[src/rtl/assert_macros.svh]
// Assertion macros for the top level, which checks its own logic with them.
`ifndef ASSERT_MACROS_SVH
`define ASSERT_MACROS_SVH

// Checks an implication on every rising clock edge outside reset.
`define KJNF_ASSERT(label, prop, msg) \
  label: assert property (@(posedge clk_i) disable iff (!rst_ni) prop) else $error(msg);

// Checks that a condition never holds outside reset.
`define KJNF_ASSERT_NEVER(label, cond, msg) \
  label: assert property (@(posedge clk_i) disable iff (!rst_ni) !(cond)) else $error(msg);

`endif

[src/rtl/kjnf_pkg.sv]
// Package with the item types and constants of the keyboard and joystick nibble framer.
`timescale 1ns / 1ps

package kjnf_pkg;

  localparam int unsigned NIBBLES_PER_FRAME = 32;
  localparam int unsigned STATE_NIBBLES     = 22;
  localparam int unsigned STATE_BITS        = STATE_NIBBLES * 4;
  localparam int unsigned CNT_W             = $clog2(NIBBLES_PER_FRAME);
  localparam int unsigned QUEUE_DEPTH       = 2;

  localparam int unsigned CSR_RIGHT_POS = 2;
  localparam int unsigned CSR_DOWN_POS  = 7;
  localparam int unsigned RSHIFT_POS    = 52;

  typedef logic [STATE_BITS-1:0] frame_t;

  typedef struct packed {
    logic [31:0] keys_cols_0_to_3;
    logic [31:0] keys_cols_4_to_7;
    logic [7:0]  keys_col_8;
    logic        cursor_up_level;
    logic        cursor_left_level;
    logic        restore_level;
    logic        capslock_level;
    logic [4:0]  joystick_one_levels;
    logic [4:0]  joystick_two_levels;
  } in_item_t;

  typedef struct packed {
    logic [3:0] data_lines;
    logic       start_of_frame;
    logic       last_of_frame;
  } out_item_t;

  // Head of the frame queue as the serializer sees it.
  typedef struct packed {
    logic   valid;
    frame_t frame;
  } q_head_t;

endpackage

[src/rtl/kjnf_front.sv]
// Front end: takes a sampled frame and assembles the active-high state word.
`timescale 1ns / 1ps

module kjnf_front
  import kjnf_pkg::*;
(
  input  logic      in_valid_i,
  output logic      in_stall_o,
  input  in_item_t  in_item_i,
  input  logic      q_full_i,
  output logic      q_push_o,
  output frame_t    q_frame_o
);

  logic [63:0] low_keys;
  logic [4:0]  joy1;
  logic [4:0]  joy2;

  always_comb begin
    low_keys = {in_item_i.keys_cols_4_to_7, in_item_i.keys_cols_0_to_3};
    // Cursor keys are shifted cursor down and cursor right on the matrix.
    if (in_item_i.cursor_up_level) begin
      low_keys[CSR_DOWN_POS] = 1'b1;
      low_keys[RSHIFT_POS]   = 1'b1;
    end
    if (in_item_i.cursor_left_level) begin
      low_keys[CSR_RIGHT_POS] = 1'b1;
      low_keys[RSHIFT_POS]    = 1'b1;
    end
    joy1 = ~in_item_i.joystick_one_levels;
    joy2 = ~in_item_i.joystick_two_levels;
    q_frame_o = {3'b000, joy2[4], joy2[3:0],
                 ~in_item_i.restore_level, ~in_item_i.capslock_level, 1'b0, joy1[4],
                 joy1[3:0], in_item_i.keys_col_8, low_keys};
  end

  assign in_stall_o = q_full_i;
  assign q_push_o   = in_valid_i && !q_full_i;

endmodule

[src/rtl/kjnf_queue.sv]
// Two-entry frame queue between the front end and the serializer.
`timescale 1ns / 1ps

module kjnf_queue
  import kjnf_pkg::*;
(
  input  logic    clk_i,
  input  logic    rst_ni,
  input  logic    push_i,
  input  frame_t  frame_i,
  output logic    full_o,
  input  logic    pop_i,
  output q_head_t head_o
);

  localparam int unsigned PTR_W = $clog2(QUEUE_DEPTH);

  frame_t             mem_q [QUEUE_DEPTH];
  logic [PTR_W-1:0]   wr_ptr_q, wr_ptr_d;
  logic [PTR_W-1:0]   rd_ptr_q, rd_ptr_d;
  logic [PTR_W:0]     count_q, count_d;

  always_comb begin
    wr_ptr_d = wr_ptr_q;
    rd_ptr_d = rd_ptr_q;
    count_d  = count_q;
    if (push_i) begin
      wr_ptr_d = wr_ptr_q + 1'b1;
    end
    if (pop_i) begin
      rd_ptr_d = rd_ptr_q + 1'b1;
    end
    if (push_i && !pop_i) begin
      count_d = count_q + 1'b1;
    end else if (pop_i && !push_i) begin
      count_d = count_q - 1'b1;
    end
  end

  always_ff @(posedge clk_i or negedge rst_ni) begin
    if (!rst_ni) begin
      wr_ptr_q <= '0;
      rd_ptr_q <= '0;
      count_q  <= '0;
    end else begin
      wr_ptr_q <= wr_ptr_d;
      rd_ptr_q <= rd_ptr_d;
      count_q  <= count_d;
    end
  end

  always_ff @(posedge clk_i) begin
    if (push_i) begin
      mem_q[wr_ptr_q] <= frame_i;
    end
  end

  assign full_o       = (count_q == (PTR_W+1)'(QUEUE_DEPTH));
  assign head_o.valid = (count_q != '0);
  assign head_o.frame = mem_q[rd_ptr_q];

endmodule

[src/rtl/kjnf_back.sv]
// Serializer: shifts a queued frame out one inverted nibble per transfer.
`timescale 1ns / 1ps

module kjnf_back
  import kjnf_pkg::*;
(
  input  logic      clk_i,
  input  logic      rst_ni,
  input  q_head_t   head_i,
  output logic      pop_o,
  output logic      out_valid_o,
  input  logic      out_stall_i,
  output out_item_t out_item_o
);

  frame_t           frame_q, frame_d;
  logic             busy_q, busy_d;
  logic [CNT_W-1:0] idx_q, idx_d;
  logic             out_valid_q, out_valid_d;
  out_item_t        out_item_q, out_item_d;
  logic             advance;

  assign advance = !out_valid_q || !out_stall_i;
  assign pop_o   = advance && !busy_q && head_i.valid;

  always_comb begin
    frame_d     = frame_q;
    busy_d      = busy_q;
    idx_d       = idx_q;
    out_valid_d = out_valid_q;
    out_item_d  = out_item_q;
    if (advance) begin
      if (busy_q) begin
        // The frame drains toward bit zero, so nibbles past the state are zero and go out as all ones.
        out_valid_d               = 1'b1;
        out_item_d.data_lines     = ~frame_q[3:0];
        out_item_d.start_of_frame = 1'b0;
        out_item_d.last_of_frame  = (idx_q == CNT_W'(NIBBLES_PER_FRAME - 1));
        frame_d                   = {4'b0000, frame_q[STATE_BITS-1:4]};
        idx_d                     = idx_q + 1'b1;
        if (idx_q == CNT_W'(NIBBLES_PER_FRAME - 1)) begin
          busy_d = 1'b0;
        end
      end else if (head_i.valid) begin
        out_valid_d               = 1'b1;
        out_item_d.data_lines     = ~head_i.frame[3:0];
        out_item_d.start_of_frame = 1'b1;
        out_item_d.last_of_frame  = 1'b0;
        frame_d                   = {4'b0000, head_i.frame[STATE_BITS-1:4]};
        idx_d                     = CNT_W'(1);
        busy_d                    = 1'b1;
      end else begin
        out_valid_d = 1'b0;
      end
    end
  end

  always_ff @(posedge clk_i or negedge rst_ni) begin
    if (!rst_ni) begin
      busy_q      <= 1'b0;
      idx_q       <= '0;
      out_valid_q <= 1'b0;
    end else begin
      busy_q      <= busy_d;
      idx_q       <= idx_d;
      out_valid_q <= out_valid_d;
    end
  end

  always_ff @(posedge clk_i) begin
    frame_q    <= frame_d;
    out_item_q <= out_item_d;
  end

  assign out_valid_o = out_valid_q;
  assign out_item_o  = out_item_q;

endmodule

[src/rtl/keyboard_joystick_nibble_framer_top.sv]
// Top level of the keyboard and joystick nibble framer: front end, frame queue, serializer.
// A frame taken while idle goes into the queue, then into the serializer's output register
// as its first nibble. Frames of NIBBLES_PER_FRAME nibbles go out one a cycle from the
// shift register while not stalled; the two-entry queue keeps frames flowing with no gap.
// Reset clears the queue pointers, the serializer state and the output valid at once.
// No payload register is reset and no clearing pass runs.
`timescale 1ns / 1ps

`include "assert_macros.svh"

module keyboard_joystick_nibble_framer_top
  import kjnf_pkg::*;
(
  input  logic      clk_i,
  input  logic      rst_ni,
  input  logic      in_valid_i,
  output logic      in_stall_o,
  input  in_item_t  in_item_i,
  output logic      out_valid_o,
  input  logic      out_stall_i,
  output out_item_t out_item_o
);

  logic    q_push;
  logic    q_full;
  logic    q_pop;
  frame_t  q_frame;
  q_head_t q_head;
  logic    in_fire;
  logic    out_last;
  logic    out_restart;

  kjnf_front u_front (
    .in_valid_i (in_valid_i),
    .in_stall_o (in_stall_o),
    .in_item_i  (in_item_i),
    .q_full_i   (q_full),
    .q_push_o   (q_push),
    .q_frame_o  (q_frame)
  );

  kjnf_queue u_queue (
    .clk_i   (clk_i),
    .rst_ni  (rst_ni),
    .push_i  (q_push),
    .frame_i (q_frame),
    .full_o  (q_full),
    .pop_i   (q_pop),
    .head_o  (q_head)
  );

  kjnf_back u_back (
    .clk_i       (clk_i),
    .rst_ni      (rst_ni),
    .head_i      (q_head),
    .pop_o       (q_pop),
    .out_valid_o (out_valid_o),
    .out_stall_i (out_stall_i),
    .out_item_o  (out_item_o)
  );

  assign in_fire     = in_valid_i && !in_stall_o;
  assign out_last    = out_valid_o && !out_stall_i && out_item_o.last_of_frame;
  assign out_restart = !out_valid_o || out_item_o.start_of_frame;

  `KJNF_ASSERT(a_pop_needs_entry, q_pop |-> q_head.valid, "pop from an empty queue")
  `KJNF_ASSERT(a_accept_fills_queue, in_fire |=> q_head.valid, "accepted frame not queued")
  `KJNF_ASSERT(a_new_frame_after_last, out_last |=> out_restart, "no restart at nibble zero")
  `KJNF_ASSERT_NEVER(a_start_and_last, out_valid_o && out_item_o.start_of_frame && out_item_o.last_of_frame, "start and last on one nibble")

endmodule

[config.mk]
export PLATFORM = sky130hd
export DESIGN_NAME = keyboard_joystick_nibble_framer_top
export DESIGN_NICKNAME = d
export VERILOG_FILES = /design/src/rtl/kjnf_pkg.sv /design/src/rtl/kjnf_front.sv /design/src/rtl/kjnf_queue.sv /design/src/rtl/kjnf_back.sv /design/src/rtl/keyboard_joystick_nibble_framer_top.sv
export VERILOG_INCLUDE_DIRS = /design/src /design/src/rtl
export SDC_FILE = /design/constraint.sdc
export NUM_CORES = 1
export LEC_CHECK = 0
export ABC_AREA = 0
export BUFFER_PORTS_ARGS = -buffer_cell sky130_fd_sc_hd__buf_4
export CAP_MARGIN = 20
export CELL_PAD_IN_SITES_DETAIL_PLACEMENT = 0
export CELL_PAD_IN_SITES_GLOBAL_PLACEMENT = 1
export CORE_MARGIN = 2
export CORE_UTILIZATION = 53
export CTS_BUF_LIST = sky130_fd_sc_hd__clkbuf_8
export DETAILED_ROUTE_END_ITERATION = 10
export GPL_TIMING_DRIVEN = 0
export PLACE_DENSITY_LB_ADDON = 0.1
export SYNTH_ARGS = -nofsm -noshare
export SYNTH_HDL_FRONTEND = slang
export SYNTH_HIERARCHICAL = 1
export SYNTH_SLANG_ARGS = --single-unit
[constraint.sdc]
create_clock -name clk_i -period 6.8 [get_ports clk_i]
set_input_delay 0.34 -clock clk_i [delete_from_list [all_inputs] [get_ports clk_i]]
set_output_delay 0.34 -clock clk_i [all_outputs]
set_load 0.05 [all_outputs]
Word level (Yosys, flattened, before mapping). Memories as Yosys holds them, arrays and structs flattened. Index checks and enable logic that the tools add are counted.

$add $sub $neg: 5. Eq/ne operators: 2. Mux-type cells: 18. Bitwise operators: 6. Reduce and logical (&&, ||, !) cells: 16.

Operator list (count): 84-bit 2-to-1 mux (1); 80-bit 2-to-1 mux (1); 6-bit 2-to-1 mux (2); 1-bit 2-to-1 mux (10); 5-bit 2-to-1 mux (2); 5-bit NOT (2); 4-bit NOT (2); 1-bit zero test (6); 2-bit nonzero test (3); 5-bit by 1-bit adder with 5-bit output, second input constant (1); 5-bit equality test, second input constant (1); 1-bit logical AND (5); 2-bit 2-to-1 mux (2); 1-bit adder, second input constant (2); 2-bit by 1-bit adder with 2-bit output, second input constant (1); 2-bit equality test, second input constant (1); 1-bit NOT (2); 2-bit AND reduction (1); 2-bit by 1-bit subtractor with 2-bit output, second input constant (1); 1-bit logical OR (1).

Register bits after elaboration: 101. RAM bits: 168. Input bits: 90. Logic and storage cells: 59. Memories kept: 1.

Memory list: u_queue.mem_q (depth 2, width 84, rd ports 1, clocked after Yosys merged registers in 0, wr ports 1, line kjnf_queue.sv:18) `frame_t mem_q [QUEUE_DEPTH];`.

Longest topological paths before layout.
Depth in word-level cells: 7. Mapped depth: 7. Gate-level depth less buffers: 7.

Hierarchy. The synthesis kept the hierarchy.

By module, submodules not included: kjnf_queue (times used 1, cells each 290, area each 6571.3 um2, seq. area each 5385.2 um2); kjnf_back (times used 1, cells each 222, area each 4081.4 um2, seq. area each 2877.8 um2); kjnf_front (times used 1, cells each 91, area each 629.4 um2, seq. area each 0.0 um2).

Least setup slack after synthesis. OpenSTA, ideal clock, no wires.

Path kind: flip-flop to flip-flop. Start: register u_queue.count_q[1]. End: memory u_queue/mem_q[0][0] (netlist name), enable pin. Library setup time: 546 ps. Arrival: 4663 ps. Slack: 1591 ps. Stages on the path, launching flop included: 4. Path buffers: 0. Period minus slack after synthesis: 5209 ps. Cell sequence: dfrtp_1 -> nor2b_1 -> nor2b_1 -> nor2b_1.

Word-level cells in the longest chain between the ends: 5.

RTL lines: start: declaration (line kjnf_queue.sv:21) `logic [PTR_W:0] count_q, count_d;`; start signal: assignment (line kjnf_queue.sv:48) `count_q <= count_d;`; 2-bit equality test (line kjnf_queue.sv:58) `assign full_o = (count_q == (PTR_W+1)'(QUEUE_DEPTH));`; named net q_full (line keyboard_joystick_nibble_framer_top.sv:25) `logic q_full;`; 1-bit zero test (line kjnf_front.sv:38) `assign q_push_o = in_valid_i && !q_full_i;`; 1-bit logical AND (line kjnf_front.sv:38); named net q_push (line keyboard_joystick_nibble_framer_top.sv:24) `logic q_push;`; 1-bit 2-to-1 mux (line kjnf_queue.sv:53) `if (push_i) begin`; 1-bit 2-to-1 mux (implied by the code) (line kjnf_queue.sv:54) `mem_q[wr_ptr_q] <= frame_i;`; end: declaration (line kjnf_queue.sv:18).

The timed path passes the listed nets, and every way through them passes these cells.

==> flow_summary.toml <==
[outcome]
status = "complete, no violations"

[timing]
skew_ns = 0.0114
rsz0062_at_grt = "no"
setup_viol = 0
max_slew.worst_pin.slew_ns = 0.621
slew_violations = 0
min_period_ns = 2.20
relSlewSlack_pct = 58.6
fmaxAchievable_ghz = 0.454
hold_violations = 0
timing.final.crit_share_pct = 32.4

[placed_design]
port_buffers = 28
dpl-instance-area_um2 = 12000
gp_congestion = 0.711
post-dp-hpwl_mm = 11.5

[clock_network]
cts.path.max_buffers = 3
cts_buffers = 46
insertion_delay_ns = 0.54
clock_sinks = 277
cts_root_buffer = "clkbuf_8"
cts_tree = "yes"
cts_resized = 0
h-tree-depth = 2
clkTransAtPathRegs_ns = 0.06

[drt]
drt_iter0_drc = 269
vias = 5313
ant_nets = 0
avgViaCountPerCell = 4.97
wire_per_inst_um = 17.5
drc = 0
routed_wl_mm = 18.7
first_pass_iters = 6

[min_path]
hold_path_class = "in2reg"
hold_end = "u_queue/mem_q[1][76]"
hp-start = "in_item_i[9]"
whs_path_depth = 2

[global_routing]
grt_overflow = 0
grt_pass1_wl_mm = 29.4
grt_usage_pct = 17.2
grt_max_degree = 52
antenna_found_initial = 0
grt_pass1_vias = 5683

[die]
die_w_um = 150
die-area_um2 = 22500
ioPinCount = 98
core_um2 = 21000
start_util_pct = 53.8
die_h_um = 150
rows = 53

[critical_path]
rrSetupSlack_ns = 4.60
critPathArrivalTime_ns = 2.47
crit_path_start_kind = "flop"
crit_required_ns = 7.06
path_class = "reg2reg"
timing.rr.start = "u_queue/count_q[0]"
r2r_cells = 4
rr_endpoint = "u_back/frame_q[43]"
critPathMaxFanout = 51
cp-end-kind = "flop"

[logic_synthesis]
synth.area.top_cells = "edfxtp_1 71%, mux2_2 16%, buf_4 5.3%"
syn_area_per_cell_um2 = 18.7
yosysSeqAreaShare_pct = 73.2
yosys.area.top_type_share_pct = 70.8
synth_cell_type_count = 27
netlist_instances = 603
ys_warn_count = 6
yosysTopAreaCell = "edfxtp_1"
ys_seq_elements = 277
netlist_area_um2 = 11300

[run]
maxCapViolations = 0

[power_and_ir_drop]
p_per_area_nw_per_um2 = 391
power_uw = 5290
peakVddDrop_mv = 0.213
power.leakage_uw = 0.00505

[cells_and_area]
final_cell_mix = "266 x edfxtp_1, 158 x mux2_2, 108 x buf_4, 70 x dlygate4sd3_1, 49 x clkbuf_8"
final_nets = 851
diodes = 0
drive_gt1_share_pct = 44.7
fin_area_um2 = 13500
area_growth_pct = 19.9
final_common_cell = "edfxtp_1"
-- layer usage --
| metal | wire [µm] | GRT usage (%) |
|---|---|---|
| met3 | 818 | 3.87 |
| met4 | 431 | 6.18 |
| met2 | 9440 | 29.5 |
| met5 | 0 | 0 |
| met1 | 7970 | 21.6 |
-- Yosys cell counts --
cell	instances
or3_1	2
a21oi_1	3
o21ai_0	2
ha_1	4
mux2i_1	4
a32o_1	2
buf_2	11
nor2_1	3
nand2_1	3
and3_1	2
xnor2_1	1
mux2_4	10
or2_1	1
xor2_1	4
edfxtp_1	266
nor2b_1	9
mux2_2	158
nand3_1	1
conb_1	1
o2bb2ai_1	1
inv_1	15
buf_6	3
a31oi_1	1
or2_2	3
dfrtp_1	11
and2_1	2
buf_4	80
-- cell families (layout without fill, tap and decap cells) --
logic type	count (synthesis)	in the layout	share of synthesized area, %
AOI/OAI and AO/OA	9	9	0.532
xor gates and xnor gates	5	5	0.388
adders and majority gates	4	4	0.444
buffers and inverters	109	297	6.61
DFF	277	277	73.2
muxes	172	172	17.5
other	1	4	0.0332
and+or+nand+nor	26	26	1.30
-- area by class of cell --
type                    instances  area (µm²)
multi-input cells             220        2290
inverters                      15        58.8
clock buffers                  49         674
well taps                     275         344
fillers                      1492        7430
repair buffers                103        1030
flip-flops and latches        277        8260
plain buffers                  94         689
clock inverters                36         166
-- per-stage QoR --
stage | cells | util (%) | setup WS (ns) | hold slack (ns) | setup TNS (ns)
final | 1069 | 64.5 | 4.60 | 0.0658 | 0
after global routing | 1069 | 64.5 | 4.46 | 0.0429 | 0
after CTS | 1069 | 64.5 | 4.55 | 0.0298 | 0
after detailed placement | 914 | 57.2 | 4.55 | 0.184 | 0
after global placement | 909 | 56.5 | -0.931 | 0.180 | -81.16
after floorplan | 606 | - | 1.59 | 0.0444 | 0
-- worst max-delay path by stage --
stage / from / end / slack [ns]
2_1_floorplan: u_queue/count_q[1] / u_queue/mem_q[0][0] / 1.59
3_3_place_gp: u_queue/count_q[1] / u_queue/mem_q[0][55] / -0.93
3_5_place_dp: u_queue/count_q[1] / u_queue/mem_q[0][57] / 4.55
4_1_cts: u_queue/count_q[1] / u_queue/mem_q[0][75] / 4.55
5_1_grt: u_queue/count_q[1] / u_queue/mem_q[0][71] / 4.46
6_report: u_queue/count_q[0] / u_back/frame_q[43] / 4.60
-- critical path, stage by stage (launching register included) --
cell	delay, ns
dfrtp_1	0.42
or2_2	0.33
o2bb2ai_1	0.47
inv_4	0.36
buf_16	0.32
-- power by group --
part / internal (µW) / switching [µW] / total (µW) / leakage [µW]
logic: 718 / 674 / 1390 / 0.00191
registers: 2460 / 121 / 2580 / 0.00264
clock network: 701 / 616 / 1320 / 0.000495
total: 3880 / 1410 / 5290 / 0.00505
-- flip-flops by register name, summed over array words and instances, names as in the netlist --
| name | cells |
|---|---|
| u_queue/mem_q | 176 |
| u_back/frame_q | 84 |
| u_back/out_item_o | 6 |
| u_back/idx_q | 5 |
| u_queue/count_q | 2 |
| u_back/busy_q | 1 |
| u_back/out_valid_o | 1 |
| u_queue/rd_ptr_q | 1 |
| u_queue/wr_ptr_q | 1 |
-- timing repair --
| action | 4_1_cts | 5_1_grt |
|---|---|---|
| hold buffers | 70 | 0 |
| hold endpoints to repair | 149 | 0 |
| setup buffers | 0 | 0 |
No activity file was read; power rests on OpenSTA's default activity.
